**src/rtl/ctb_pkg.sv**
```systemverilog
// Package with the types, widths, constants and seed table of the contact basis core.
`timescale 1ns / 1ps
`default_nettype none

package ctb_pkg;

  // Field and datapath widths.
  localparam int COMP_W   = 16;
  localparam int SQ_W     = 31;
  localparam int SUM_W    = 32;
  localparam int Y_W      = 32;
  localparam int Y2_W     = 2 * Y_W - 30;
  localparam int T_W      = SUM_W + Y2_W - 32;
  localparam int K_W      = 4;
  localparam int MAG_W    = COMP_W + Y_W;
  localparam int SH_W     = 6;
  localparam int SEED_W   = 9;
  localparam int SEED_SHIFT = 22;

  // Parameter defaults.
  localparam int FRAC_BITS_DEF    = 14;
  localparam int NEWTON_STEPS_DEF = 2;

  // Pipeline depth of each unit.
  localparam int FRONT_STAGES  = 5;
  localparam int NEWTON_STAGES = 3;
  localparam int SCALE_STAGES  = 3;
  localparam int CROSS_STAGES  = 3;

  // Three in Q30, the constant term of the Newton step.
  localparam logic [Y_W-1:0] THREE_Q30 = Y_W'(3) << 30;

  typedef logic signed [COMP_W-1:0] comp_t;

  typedef struct packed {
    comp_t x;
    comp_t y;
    comp_t z;
  } vec_t;

  // Item context that travels alongside the inverse square root.
  typedef struct packed {
    vec_t           n;
    logic           use_x;
    logic           degen;
    logic [K_W-1:0] k;
  } ctx_t;

  typedef struct packed {
    ctx_t             ctx;
    logic [SUM_W-1:0] m;
    logic [Y_W-1:0]   y;
  } nwt_t;

  typedef struct packed {
    vec_t n;
    logic degen;
    vec_t a;
  } tan_t;

  typedef struct packed {
    vec_t a;
    vec_t b;
    logic degen;
  } basis_t;

  // Q8 seed of 1/sqrt(x), indexed by the top four bits of the normalised sum.
  function automatic logic [SEED_W-1:0] seed_q8(input logic [3:0] idx);
    logic [SEED_W-1:0] val;
    unique case (idx)
      4'd0, 4'd1, 4'd2, 4'd3, 4'd4: val = SEED_W'(483);
      4'd5:  val = SEED_W'(437);
      4'd6:  val = SEED_W'(402);
      4'd7:  val = SEED_W'(374);
      4'd8:  val = SEED_W'(351);
      4'd9:  val = SEED_W'(332);
      4'd10: val = SEED_W'(316);
      4'd11: val = SEED_W'(302);
      4'd12: val = SEED_W'(290);
      4'd13: val = SEED_W'(279);
      4'd14: val = SEED_W'(269);
      4'd15: val = SEED_W'(260);
    endcase
    return val;
  endfunction

endpackage

`default_nettype wire

```
**src/rtl/ctb_scale.sv**
```systemverilog
// Scales the two source components by the inverse square root to form tangent a.
`timescale 1ns / 1ps
`default_nettype none

module ctb_scale import ctb_pkg::*; #(
  parameter int FRAC_BITS = FRAC_BITS_DEF
) (
  input  logic                    clk_i,
  input  logic [SCALE_STAGES-1:0] en_i,
  input  nwt_t                    in_i,
  output tan_t                    out_o
);

  // Total right shift is this base less the normalisation count k.
  localparam logic [SH_W-1:0]   SH_BASE = SH_W'(46 - FRAC_BITS);
  localparam logic [MAG_W-1:0]  MAG_LIM = MAG_W'(1) << (COMP_W - 1);
  localparam logic [COMP_W-1:0] POS_MAX = COMP_W'((1 << (COMP_W - 1)) - 1);

  comp_t             other;
  logic [COMP_W-1:0] abs_z, abs_o;

  ctx_t             ctx1_q, ctx2_q;
  logic [MAG_W-1:0] mag1_q, mag2_q;
  logic             neg1_q, neg2_q, neg1_2_q, neg2_2_q;

  logic [SH_W-1:0]   sh;
  logic [MAG_W-1:0]  rnd, r1, r2;
  logic [COMP_W-1:0] c1_q, c2_q;
  logic [COMP_W-1:0] a1, a2;
  tan_t              out_q;

  // Stage 1: magnitudes times y; the sign is kept apart.
  always_comb begin
    other = in_i.ctx.use_x ? in_i.ctx.n.x : in_i.ctx.n.y;
    abs_z = in_i.ctx.n.z[COMP_W-1] ? (~in_i.ctx.n.z + 1'b1) : in_i.ctx.n.z;
    abs_o = other[COMP_W-1] ? (~other + 1'b1) : other;
  end

  always_ff @(posedge clk_i) begin
    if (en_i[0]) begin
      ctx1_q <= in_i.ctx;
      mag1_q <= MAG_W'(abs_z) * MAG_W'(in_i.y);
      mag2_q <= MAG_W'(abs_o) * MAG_W'(in_i.y);
      neg1_q <= in_i.ctx.n.z[COMP_W-1] ^ ~in_i.ctx.use_x;
      neg2_q <= other[COMP_W-1] ^ in_i.ctx.use_x;
    end
  end

  // Stage 2: round half away from zero on the magnitude and clamp to 2^15.
  always_comb begin
    sh  = SH_BASE - SH_W'(ctx1_q.k);
    rnd = MAG_W'(1) << (sh - SH_W'(1));
    r1  = (mag1_q + rnd) >> sh;
    r2  = (mag2_q + rnd) >> sh;
  end

  always_ff @(posedge clk_i) begin
    if (en_i[1]) begin
      ctx2_q   <= ctx1_q;
      neg1_2_q <= neg1_q;
      neg2_2_q <= neg2_q;
      c1_q     <= (r1 > MAG_LIM) ? MAG_LIM[COMP_W-1:0] : r1[COMP_W-1:0];
      c2_q     <= (r2 > MAG_LIM) ? MAG_LIM[COMP_W-1:0] : r2[COMP_W-1:0];
    end
  end

  // Stage 3: apply the sign, saturate the positive edge, zero a degenerate item and place the components.
  always_comb begin
    if (neg1_2_q) begin
      a1 = ~c1_q + 1'b1;
    end else begin
      a1 = c1_q[COMP_W-1] ? POS_MAX : c1_q;
    end
    if (neg2_2_q) begin
      a2 = ~c2_q + 1'b1;
    end else begin
      a2 = c2_q[COMP_W-1] ? POS_MAX : c2_q;
    end
    if (ctx2_q.degen) begin
      a1 = '0;
      a2 = '0;
    end
  end

  always_ff @(posedge clk_i) begin
    if (en_i[2]) begin
      out_q.n     <= ctx2_q.n;
      out_q.degen <= ctx2_q.degen;
      out_q.a.x   <= ctx2_q.use_x ? comp_t'(a1) : '0;
      out_q.a.y   <= ctx2_q.use_x ? '0 : comp_t'(a1);
      out_q.a.z   <= comp_t'(a2);
    end
  end

  assign out_o = out_q;

endmodule

`default_nettype wire

```
**config.mk**
```make
export PLATFORM = sky130hd
export DESIGN_NAME = ctb_scale
export DESIGN_NICKNAME = d
export VERILOG_FILES = /design/src/rtl/ctb_pkg.sv /design/src/rtl/ctb_scale.sv
export SDC_FILE = /design/constraint.sdc
export NUM_CORES = 2
export LEC_CHECK = 0
export BUFFER_PORTS_ARGS = -buffer_cell sky130_fd_sc_hd__buf_2
export CORE_ASPECT_RATIO = 1.75
export CORE_UTILIZATION = 32
export DETAILED_ROUTE_END_ITERATION = 16
export GPL_TIMING_DRIVEN = 0
export PLACE_DENSITY = 0.44
export SYNTH_ARGS = -nofsm -noshare
export SYNTH_HDL_FRONTEND = slang
export SYNTH_SLANG_ARGS = --single-unit
```
**constraint.sdc**
```tcl
create_clock -name clk_i -period 13.85 [get_ports clk_i]
set_input_delay 0.6925 -clock clk_i [delete_from_list [all_inputs] [get_ports clk_i]]
set_output_delay 0.6925 -clock clk_i [all_outputs]
set_load 0.01 [all_outputs]
```
==> results.ini <==
[setup_path]
critical_path.endpoint_type=flip-flop
timing.rr.start=ctx1_q[0]$_DFFE_PP_
cp.arrival_ns=14.59
r2r-end=c2_q[7]$_SDFFCE_PN0P_
reg2reg_slack_ns=-0.20
cp_max_fo=16
reg2reg_depth=37
required_ns=14.39
slowest_delay_ns=0.89
critical-path-slowest-cell=nor3b_2
worstSetupPathType=reg -> reg
startpoint_type=flip-flop

[yosys]
yosys.area.top_type=fa_1
synth_area_leaders=fa_1, edfxtp_1, ha_1, inv_1, nand2_1
yosys_warnings=0
post_synth.cell_area_avg_um2=8.80
yosysMostFrequentCell=inv_1
netlist_area_um2=57900
synthArstFlopShare=0
synth_top_area_share=0.289
synth_edf_count=333
ys_top_cells_by_count=inv_1, nand2_1, fa_1
ys_seq_area_frac=0.173
synthFlopType=edfxtp_1
synthCells=6579
ys_types=121
ys_ff_latch=333

[timing]
fin_crit_ns=14.05
worst_clock_skew_ns=0.0653
rsz0062_at_grt=false
relSlewSlack=-0.0110
fmax_mhz=71.2
finalSetupViolCount=15
finalCritPeriodShare=1.01
finalHoldViolCount=0
fin_tns_setup_ns=-2.34
worst_slew_pin_slew_ns=1.52
maxSlewViolCount=11
setup_ws_ns=-0.203

[routing]
firstDrtPassIters=8
routedWlPerCell_um=30.3
vias_per_cell=5.42
drt_iter0_drc=3078
vias=50300
drc_errors=0
postRouteWirelength_um=282000
ant_nets=0

[die]
ioPinCount=219
start_util=0.322
die_w_um=323
die_h_um=565
die-area_um2=183000
rows=206
core_area_um2=180000

[global_routing]
antenna_found_initial=9
grt_max_degree=104
grt_remaining_overflow=0
grt_pass1_vias=53300
grt_first_pass_wirelength_um=395000
grt_usage=0.309

[clock_tree]
clock_path_buffers=3
clock_latency_ns=0.70
cts_sinks=333
cts_buffers=29
htree_levels=1
cts_tree=yes
cts.reportedPaths.clkPinSlew_ns=0.08
cts-root-buf=clkbuf_16
cts.hold.buffers_added=0

[hold_path]
hp-start=in_i[66]
min_to=ctx1_q[2]$_DFFE_PP_
hp-class=in -> reg
whs_path_depth=1

[placement]
port-buffer-count=186
dpl.hpwl_um=239000
globalplace.congestion=1.08

[layout]
fill_cells=19100
post-route-util=0.354
drive_gt1_frac=0.0664
nets=8150
area_delta_synth_final_pct=10.0

[run_status]
failed_checks=capacitance limit, slew limit, setup timing
status=finished, violations left

[run]
max_cap_viol_count=2

[sequential cells by signal, indices dropped and copies added (netlist names), 16 cells and up]
name,cells
out_o,97
c1_q,16
mag1_q,48
c2_q,16
ctx1_q,54
ctx2_q,50
mag2_q,48
[cells in the final DEF, fill, tap and decap left out, drive strengths merged, types with 14 or more instances in the layout]
cell     count
a2111oi     14
nand2b      39
o21a        43
mux2        25
nor2       329
a311oi      30
clkbuf     373
inv       1027
o221ai      19
nor2b       37
xnor2      143
and2       350
nand3       99
xor2        43
or3         32
a221oi      18
a211o       18
mux4        14
and3        57
nor3       116
conb        40
fa         836
nor4        27
a31oi       60
a21boi      14
o21bai      39
nand2      980
or2         22
mux2i       60
o22ai       26
o31ai       33
ha         329
o211ai      56
edfxtp     333
o21ai      191
nand4       49
buf        246
a21oi      252
a211oi      57
a21o       119
[worst max-delay path by stage]
stage               depth (start not counted)  slack [ns]                 from                endpoint
floorplan                                  37        4.10  ctx1_q[0]$_DFFE_PP_  c1_q[15]$_SDFFCE_PN1P_
detailed placement                         38       -5.46  ctx1_q[0]$_DFFE_PP_  c1_q[12]$_SDFFCE_PN0P_
global route                               38        0.02  ctx1_q[0]$_DFFE_PP_  c1_q[14]$_SDFFCE_PN0P_
finish                                     37       -0.20  ctx1_q[0]$_DFFE_PP_   c2_q[7]$_SDFFCE_PN0P_
CTS                                        39        0.04  ctx1_q[0]$_DFFE_PP_  c1_q[12]$_SDFFCE_PN0P_
global placement                           38       -5.70  ctx1_q[0]$_DFFE_PP_  c1_q[12]$_SDFFCE_PN0P_
[timing repair]
action	4_1_cts	5_1_grt
cloned	0	0
buffers inserted	0	2
endpoints found under the setup margin	32	32
resized for setup	48	14
[logic make-up (layout without fill, tap and decap cells)]
| group | Yosys count | in the layout | share of synthesized area |
|---|---|---|---|
| buf+inv | 1401 | 1664 | 0.0915 |
| fa+ha+maj | 1175 | 1175 | 0.362 |
| mux | 99 | 99 | 0.0208 |
| simple gates | 2209 | 2209 | 0.183 |
| xor+xnor | 186 | 186 | 0.0285 |
| flops | 333 | 333 | 0.173 |
| compound gates | 1175 | 1175 | 0.142 |
| other cells | 1 | 46 | 0.0000648 |
[stage by stage]
step / hold slack, ns / instance area, µm² / instances / worst slack [ns]
floorplan: 0.400 / 58000 / 6618 / 4.10
global route: 0.162 / 63600 / 9274 / 0.0191
CTS: 0.121 / 63500 / 9267 / 0.0416
detailed placement: 0.405 / 62500 / 9219 / -5.46
finish: 0.182 / 63700 / 9279 / -0.203
global placement: 0.400 / 61900 / 9196 / -5.70
[critical path, delay by kind of cell (launching register included)]
kind	cells	cell delay, ns
buf+inv	14	5.52
flops	1	0.58
fa+ha+maj	2	0.69
simple gates	8	3.31
compound gates	13	3.66
[routing by layer]
layer,wire length [µm],track usage,part of all wire
met1,89700,0.285,0.32
met2,149000,0.582,0.53
met3,9870,0.0331,0.035
met4,33000,0.294,0.12
met5,48,0,0.00017
[cell type report]
type / count / area [µm²] / share of cell area
buffer: 370 / 1480 / 0.0232
multi-input combinational: 4884 / 43000 / 0.675
tap: 2392 / 2990 / 0.0470
clock buffer: 34 / 744 / 0.0117
clock inverter: 15 / 225 / 0.00354
antenna: 6 / 15.0 / 0.000236
timing repair buffer: 216 / 1380 / 0.0217
inverter: 1029 / 3870 / 0.0608
sequential: 333 / 10000 / 0.157
Power is left out: the tool's default activity adds up to more than one toggle a clock period on the data nets, which glitch-free logic cannot reach.
