File: src/rtl/ctb_pkg.sv
// Package with the types, widths, constants and seed table of the contact basis core.
`timescale 1ns / 1ps
`default_nettype none

package ctb_pkg;

  // Field and datapath widths.
  localparam int COMP_W   = 16;
  localparam int SQ_W     = 31;
  localparam int SUM_W    = 32;
  localparam int Y_W      = 32;
  localparam int Y2_W     = 2 * Y_W - 30;
  localparam int T_W      = SUM_W + Y2_W - 32;
  localparam int K_W      = 4;
  localparam int MAG_W    = COMP_W + Y_W;
  localparam int SH_W     = 6;
  localparam int SEED_W   = 9;
  localparam int SEED_SHIFT = 22;

  // Parameter defaults.
  localparam int FRAC_BITS_DEF    = 14;
  localparam int NEWTON_STEPS_DEF = 2;

  // Pipeline depth of each unit.
  localparam int FRONT_STAGES  = 5;
  localparam int NEWTON_STAGES = 3;
  localparam int SCALE_STAGES  = 3;
  localparam int CROSS_STAGES  = 3;

  // Three in Q30, the constant term of the Newton step.
  localparam logic [Y_W-1:0] THREE_Q30 = Y_W'(3) << 30;

  typedef logic signed [COMP_W-1:0] comp_t;

  typedef struct packed {
    comp_t x;
    comp_t y;
    comp_t z;
  } vec_t;

  // Item context that travels alongside the inverse square root.
  typedef struct packed {
    vec_t           n;
    logic           use_x;
    logic           degen;
    logic [K_W-1:0] k;
  } ctx_t;

  typedef struct packed {
    ctx_t             ctx;
    logic [SUM_W-1:0] m;
    logic [Y_W-1:0]   y;
  } nwt_t;

  typedef struct packed {
    vec_t n;
    logic degen;
    vec_t a;
  } tan_t;

  typedef struct packed {
    vec_t a;
    vec_t b;
    logic degen;
  } basis_t;

  // Q8 seed of 1/sqrt(x), indexed by the top four bits of the normalised sum.
  function automatic logic [SEED_W-1:0] seed_q8(input logic [3:0] idx);
    logic [SEED_W-1:0] val;
    unique case (idx)
      4'd0, 4'd1, 4'd2, 4'd3, 4'd4: val = SEED_W'(483);
      4'd5:  val = SEED_W'(437);
      4'd6:  val = SEED_W'(402);
      4'd7:  val = SEED_W'(374);
      4'd8:  val = SEED_W'(351);
      4'd9:  val = SEED_W'(332);
      4'd10: val = SEED_W'(316);
      4'd11: val = SEED_W'(302);
      4'd12: val = SEED_W'(290);
      4'd13: val = SEED_W'(279);
      4'd14: val = SEED_W'(269);
      4'd15: val = SEED_W'(260);
    endcase
    return val;
  endfunction

endpackage

`default_nettype wire

File: src/rtl/ctb_cross.sv
// Cross product of the normal with tangent a, rounded and saturated to tangent b.
`timescale 1ns / 1ps
`default_nettype none

module ctb_cross import ctb_pkg::*; #(
  parameter int FRAC_BITS = FRAC_BITS_DEF
) (
  input  logic                    clk_i,
  input  logic [CROSS_STAGES-1:0] en_i,
  input  tan_t                    in_i,
  output basis_t                  out_o
);

  localparam int P_W = 2 * COMP_W;
  localparam int D_W = P_W + 1;
  localparam int R_W = D_W + 1;
  localparam logic signed [R_W-1:0] HALF   = R_W'(64'sd1 << (FRAC_BITS - 1));
  localparam logic signed [R_W-1:0] SAT_HI = R_W'((1 << (COMP_W - 1)) - 1);
  localparam logic signed [R_W-1:0] SAT_LO = R_W'(-(1 << (COMP_W - 1)));

  tan_t                  s1_q, s2_q;
  logic signed [P_W-1:0] p_yaz_q, p_zay_q, p_zax_q, p_xaz_q, p_xay_q, p_yax_q;
  logic signed [D_W-1:0] dx_q, dy_q, dz_q;
  basis_t                out_q;

  // Round half away from zero by a biased arithmetic shift, then saturate.
  function automatic comp_t round_sat(input logic signed [D_W-1:0] d);
    logic signed [R_W-1:0] v;
    logic signed [R_W-1:0] r;
    comp_t                 res;
    v = R_W'(d);
    r = (v + (v[R_W-1] ? (HALF - R_W'(1)) : HALF)) >>> FRAC_BITS;
    if (r > SAT_HI) begin
      res = SAT_HI[COMP_W-1:0];
    end else if (r < SAT_LO) begin
      res = SAT_LO[COMP_W-1:0];
    end else begin
      res = r[COMP_W-1:0];
    end
    return res;
  endfunction

  // Stage 1: the six partial products.
  always_ff @(posedge clk_i) begin
    if (en_i[0]) begin
      s1_q    <= in_i;
      p_yaz_q <= in_i.n.y * in_i.a.z;
      p_zay_q <= in_i.n.z * in_i.a.y;
      p_zax_q <= in_i.n.z * in_i.a.x;
      p_xaz_q <= in_i.n.x * in_i.a.z;
      p_xay_q <= in_i.n.x * in_i.a.y;
      p_yax_q <= in_i.n.y * in_i.a.x;
    end
  end

  // Stage 2: differences in Q(2*FRAC_BITS).
  always_ff @(posedge clk_i) begin
    if (en_i[1]) begin
      s2_q <= s1_q;
      dx_q <= D_W'(p_yaz_q) - D_W'(p_zay_q);
      dy_q <= D_W'(p_zax_q) - D_W'(p_xaz_q);
      dz_q <= D_W'(p_xay_q) - D_W'(p_yax_q);
    end
  end

  // Stage 3: output register of the whole core.
  always_ff @(posedge clk_i) begin
    if (en_i[2]) begin
      out_q.a     <= s2_q.a;
      out_q.degen <= s2_q.degen;
      out_q.b.x   <= round_sat(dx_q);
      out_q.b.y   <= round_sat(dy_q);
      out_q.b.z   <= round_sat(dz_q);
    end
  end

  assign out_o = out_q;

endmodule

`default_nettype wire

File: config.mk
export PLATFORM = sky130hd
export DESIGN_NAME = ctb_cross
export DESIGN_NICKNAME = d
export VERILOG_FILES = /design/src/rtl/ctb_pkg.sv /design/src/rtl/ctb_cross.sv
export SDC_FILE = /design/constraint.sdc
export NUM_CORES = 2
export LEC_CHECK = 0
export BUFFER_PORTS_ARGS = -buffer_cell sky130_fd_sc_hd__buf_2
export CAP_MARGIN = 15
export CORE_MARGIN = 4
export CORE_UTILIZATION = 40
export CTS_BUF_LIST = sky130_fd_sc_hd__clkbuf_16
export DETAILED_ROUTE_END_ITERATION = 12
export GPL_ROUTABILITY_DRIVEN = 1
export SYNTH_ARGS = -nofsm -noshare
export SYNTH_HDL_FRONTEND = slang
export SYNTH_SLANG_ARGS = --single-unit
File: constraint.sdc
create_clock -name clk_i -period 16.07 [get_ports clk_i]
set_input_delay 4.821 -clock clk_i [delete_from_list [all_inputs] [get_ports clk_i]]
set_output_delay 4.821 -clock clk_i [all_outputs]
set_load 0.1 [all_outputs]
==> impl_metrics.env <==
export IMPL_critPathMaxStageDelay_ns=0.94
export IMPL_clk_pin_slew_ns=0.06
export IMPL_grt_setup_unrepaired="no"
export IMPL_crit_family="adder cells"
export IMPL_dr_wl_met3_mm=11.2
export IMPL_wirelength_met1_mm=85.8
export IMPL_grt_max_degree=78
export IMPL_chipHeight_um=456
export IMPL_reg2reg_depth=11
export IMPL_initial_core_util_pct=40.2
export IMPL_drt_iter0_drc=2933
export IMPL_status="finished clean"
export IMPL_via_count=54200
export IMPL_die_w_um=456
export IMPL_synthDistinctLibCells=92
export IMPL_worst_slew_pin_slew_ns=1.13
export IMPL_rrSetupSlack_ns=12.01
export IMPL_yosysWarnings=0
export IMPL_drt_total_wl_mm=201
export IMPL_rows=164
export IMPL_cp_start_kind="input port"
export IMPL_max_slew_margin_rel_pct=24.5
export IMPL_drive_gt1_share_pct=4.73
export IMPL_syn_nets=10300
export IMPL_core_mm2=0.200
export IMPL_track_usage_pct=20.0
export IMPL_cp_startpoint="in_i[15]"
export IMPL_drcViolationCount=0
export IMPL_r2r_end="out_o[2]"
export IMPL_antenna_found_initial=20
export IMPL_antenna_left=0
export IMPL_numCtsBuffers=68
export IMPL_finClkSkew_ns=0.0361
export IMPL_synth_area_leader_cell="fa_1"
export IMPL_via_per_inst=5.06
export IMPL_setup_violations=0
export IMPL_syn2layout_area_growth_pct=7.02
export IMPL_route_detailed_wl_per_inst_um=18.8
export IMPL_worstPathArrival_ns=11.98
export IMPL_fillerInstances=19300
export IMPL_grt_pass1_wl_mm=328
export IMPL_hold_viol=0
export IMPL_post_cts_buffers=0
export IMPL_gp_congestion=0.868
export IMPL_cp_cell_sequence="buf_2 > clkinv_1 > nor2_1 > fa_1 > fa_1 > fa_1 > fa_1 > fa_1 > inv_1 > fa_1 > inv_1 > ha_1 > a21oi_1 > o21ai_0 > a311oi_1 > a21oi_1 > o41ai_1 > o21ai_1 > o41ai_1 > o21bai_1 > a21oi_1 > xnor2_1"
export IMPL_async_reset_ff_share_pct=0
export IMPL_synth_yosys_seq_area_share_pct=18.1
export IMPL_placed_cell_area_mm2=0.0838
export IMPL_timing_fmax_ghz=0.0868
export IMPL_ios=198
export IMPL_cts_path_max_buffers=3
export IMPL_regArea_mm2=0.0146
export IMPL_drv_cap=0
export IMPL_numPortBuffers=197
export IMPL_yosys_area_top_type_share_pct=39.2
export IMPL_cpMaxStageDelayCell="clkinv_1"
export IMPL_first_global_vias=59100
export IMPL_synth_ff_type="edfxtp_1"
export IMPL_h_tree_depth=3
export IMPL_top_layer="met5"
export IMPL_cp_endpoint="p_xaz_q[31]"
export IMPL_ys_ff_latch=486
export IMPL_drt_first_pass_iters=5
export IMPL_synth_edf_count=486
export IMPL_syn_inst=8018
export IMPL_crit_cells=22
export IMPL_grt_overflow=0
export IMPL_syn_area_mm2=0.0804
export IMPL_cpMostUsedCell="fa_1"
export IMPL_critPathRequiredTime_ns=16.52
export IMPL_rr_startpoint="dz_q[32]"
export IMPL_worstSetupPathType="input port to register"
export IMPL_finalSetupTns_ns=0
export IMPL_ys_top_cells_by_area="fa_1 (39%), edfxtp_1 (18%), ha_1 (9.8%)"
export IMPL_hpwl_mm=156
export IMPL_route_met2_wl_mm=95.8
export IMPL_worst_path_max_fanout=27
export IMPL_finalCriticalPeriod_ns=11.52
export IMPL_postSynthAreaPerCell_um2=10.0
export IMPL_final_area_mm2=0.0861
export IMPL_ctsResizeCount=0
export IMPL_cts_tree="built"
export IMPL_hp_class="register to register"
export IMPL_maxSlewViolCount=0
export IMPL_clock_sinks=486
export IMPL_root_buffer="clkbuf_16"
export IMPL_ctsHoldBuffers=0
export IMPL_fin_nets=10300
export IMPL_end_kind="register"
export IMPL_multiInputGateArea_mm2=0.0575
export IMPL_crit_buf_inv=4
export IMPL_final_period_utilization_pct=71.7
export IMPL_clkLatencyLatePin_ns=0.73
export IMPL_dieArea_mm2=0.208
-- cells in the mapped netlist, types with 43 or more instances --
cell type,count
xnor2_1,240
o21a_1,46
a21o_1,119
edfxtp_1,486
a21oi_1,217
nand2_1,792
inv_1,1889
xor2_1,91
ha_1,627
nor3_1,43
fa_1,1575
and2_1,754
clkbuf_1,308
nand2b_1,54
nand3_1,48
o21ai_0,138
nor2_1,200
-- how the worst min path moves through the flow --
stage / start / end / cells past startpoint
detailed placement: s2_q[12] / out_o[61] / 0
global route: s2_q[20] / out_o[69] / 0
CTS: s2_q[20] / out_o[69] / 0
global placement: s1_q[24] / s2_q[24] / 0
finish: s1_q[22] / s2_q[22] / 0
floorplan: s2_q[48] / out_o[0] / 0
-- final cells by class --
type	instances	share of cell area (%)
Clock buffer	68	1.98
Multi-Input combinational cell	5329	66.8
Tap cell	2656	3.86
Clock inverter	46	0.616
Antenna cell	9	0.0262
Timing Repair Buffer	231	1.47
Sequential cell	486	17.0
Inverter	1890	8.24
-- registers in the layout, indices dropped and copies added, names as in the netlist --
name     count
p_zay_q     32
p_yax_q     32
s1_q        49
s2_q        49
p_zax_q     32
dy_q        33
p_xaz_q     32
p_xay_q     32
dz_q        33
p_yaz_q     32
dx_q        33
out_o       97
-- metrics by stage --
| step | utilization, % | std cells | worst slack, ns | hold slack (ns) |
|---|---|---|---|---|
| detailed placement | 41.9 | 10600 | 3.88 | 0.405 |
| CTS | 43.1 | 10700 | 4.66 | 0.391 |
| global route | 43.1 | 10700 | 4.15 | 0.397 |
| floorplan | - | 8018 | 5.17 | 0.400 |
| finish | 43.1 | 10700 | 4.55 | 0.403 |
| global placement | 41.9 | 10600 | 3.87 | 0.400 |
-- worst register-to-register path: stages, from the launching register on --
cell and delay, ns:
edfxtp_1 0.88, ha_1 0.41, a21o_1 0.18, a21o_1 0.17
a21o_1 0.18, nor4_1 0.65, o31ai_2 0.19, nand3_2 0.20
nor4_4 0.09, nand3_1 0.15, a22o_1 0.42, o21ai_0 0.25
-- routing by layer --
layer,track usage [%],vias up
met5,0,-
met1,26.4,28100
met4,7.86,6
met2,33.1,1438
met3,2.95,311
li1,-,24400
-- placed cells by master, fill, tap and decap left out, types with 6 or more instances in the layout --
cell type / count
o211ai_1: 18
a2111oi_0: 11
o21ai_0: 138
or4_1: 6
buf_2: 194
fa_1: 1575
o21a_1: 46
nand3_1: 48
nor2b_1: 27
and4_1: 12
a211oi_1: 18
edfxtp_1: 486
clkinv_2: 9
nand2_1: 792
nand4_1: 27
ha_1: 627
buf_4: 34
clkbuf_16: 68
xor2_1: 91
bufinv_16: 6
a21oi_1: 217
and2_1: 754
o21ai_1: 24
o21bai_1: 31
a21o_1: 119
clkinv_1: 11
or3_1: 9
a211o_1: 6
diode_2: 9
a31oi_1: 20
inv_1: 1893
or2_2: 9
xnor2_1: 240
nor3_1: 43
and3_1: 26
a31o_2: 9
nor2_1: 200
nand2b_1: 54
nor4_1: 6
-- logic make-up after synthesis --
logic type               Yosys count  synth area share [%]
XOR/XNOR                         331                  3.60
AO/OA/AOI/OAI                    755                  6.17
flip-flops                       486                  18.1
multiplexers                       6                0.0762
AND/OR/NAND/NOR                 2035                  12.7
buffers and inverters           2203                  10.3
adder cells (fa/ha/maj)         2202                  49.0
Power is not shown: default switching activity piles up to over one toggle a cycle in this logic, so the estimate is an artifact.
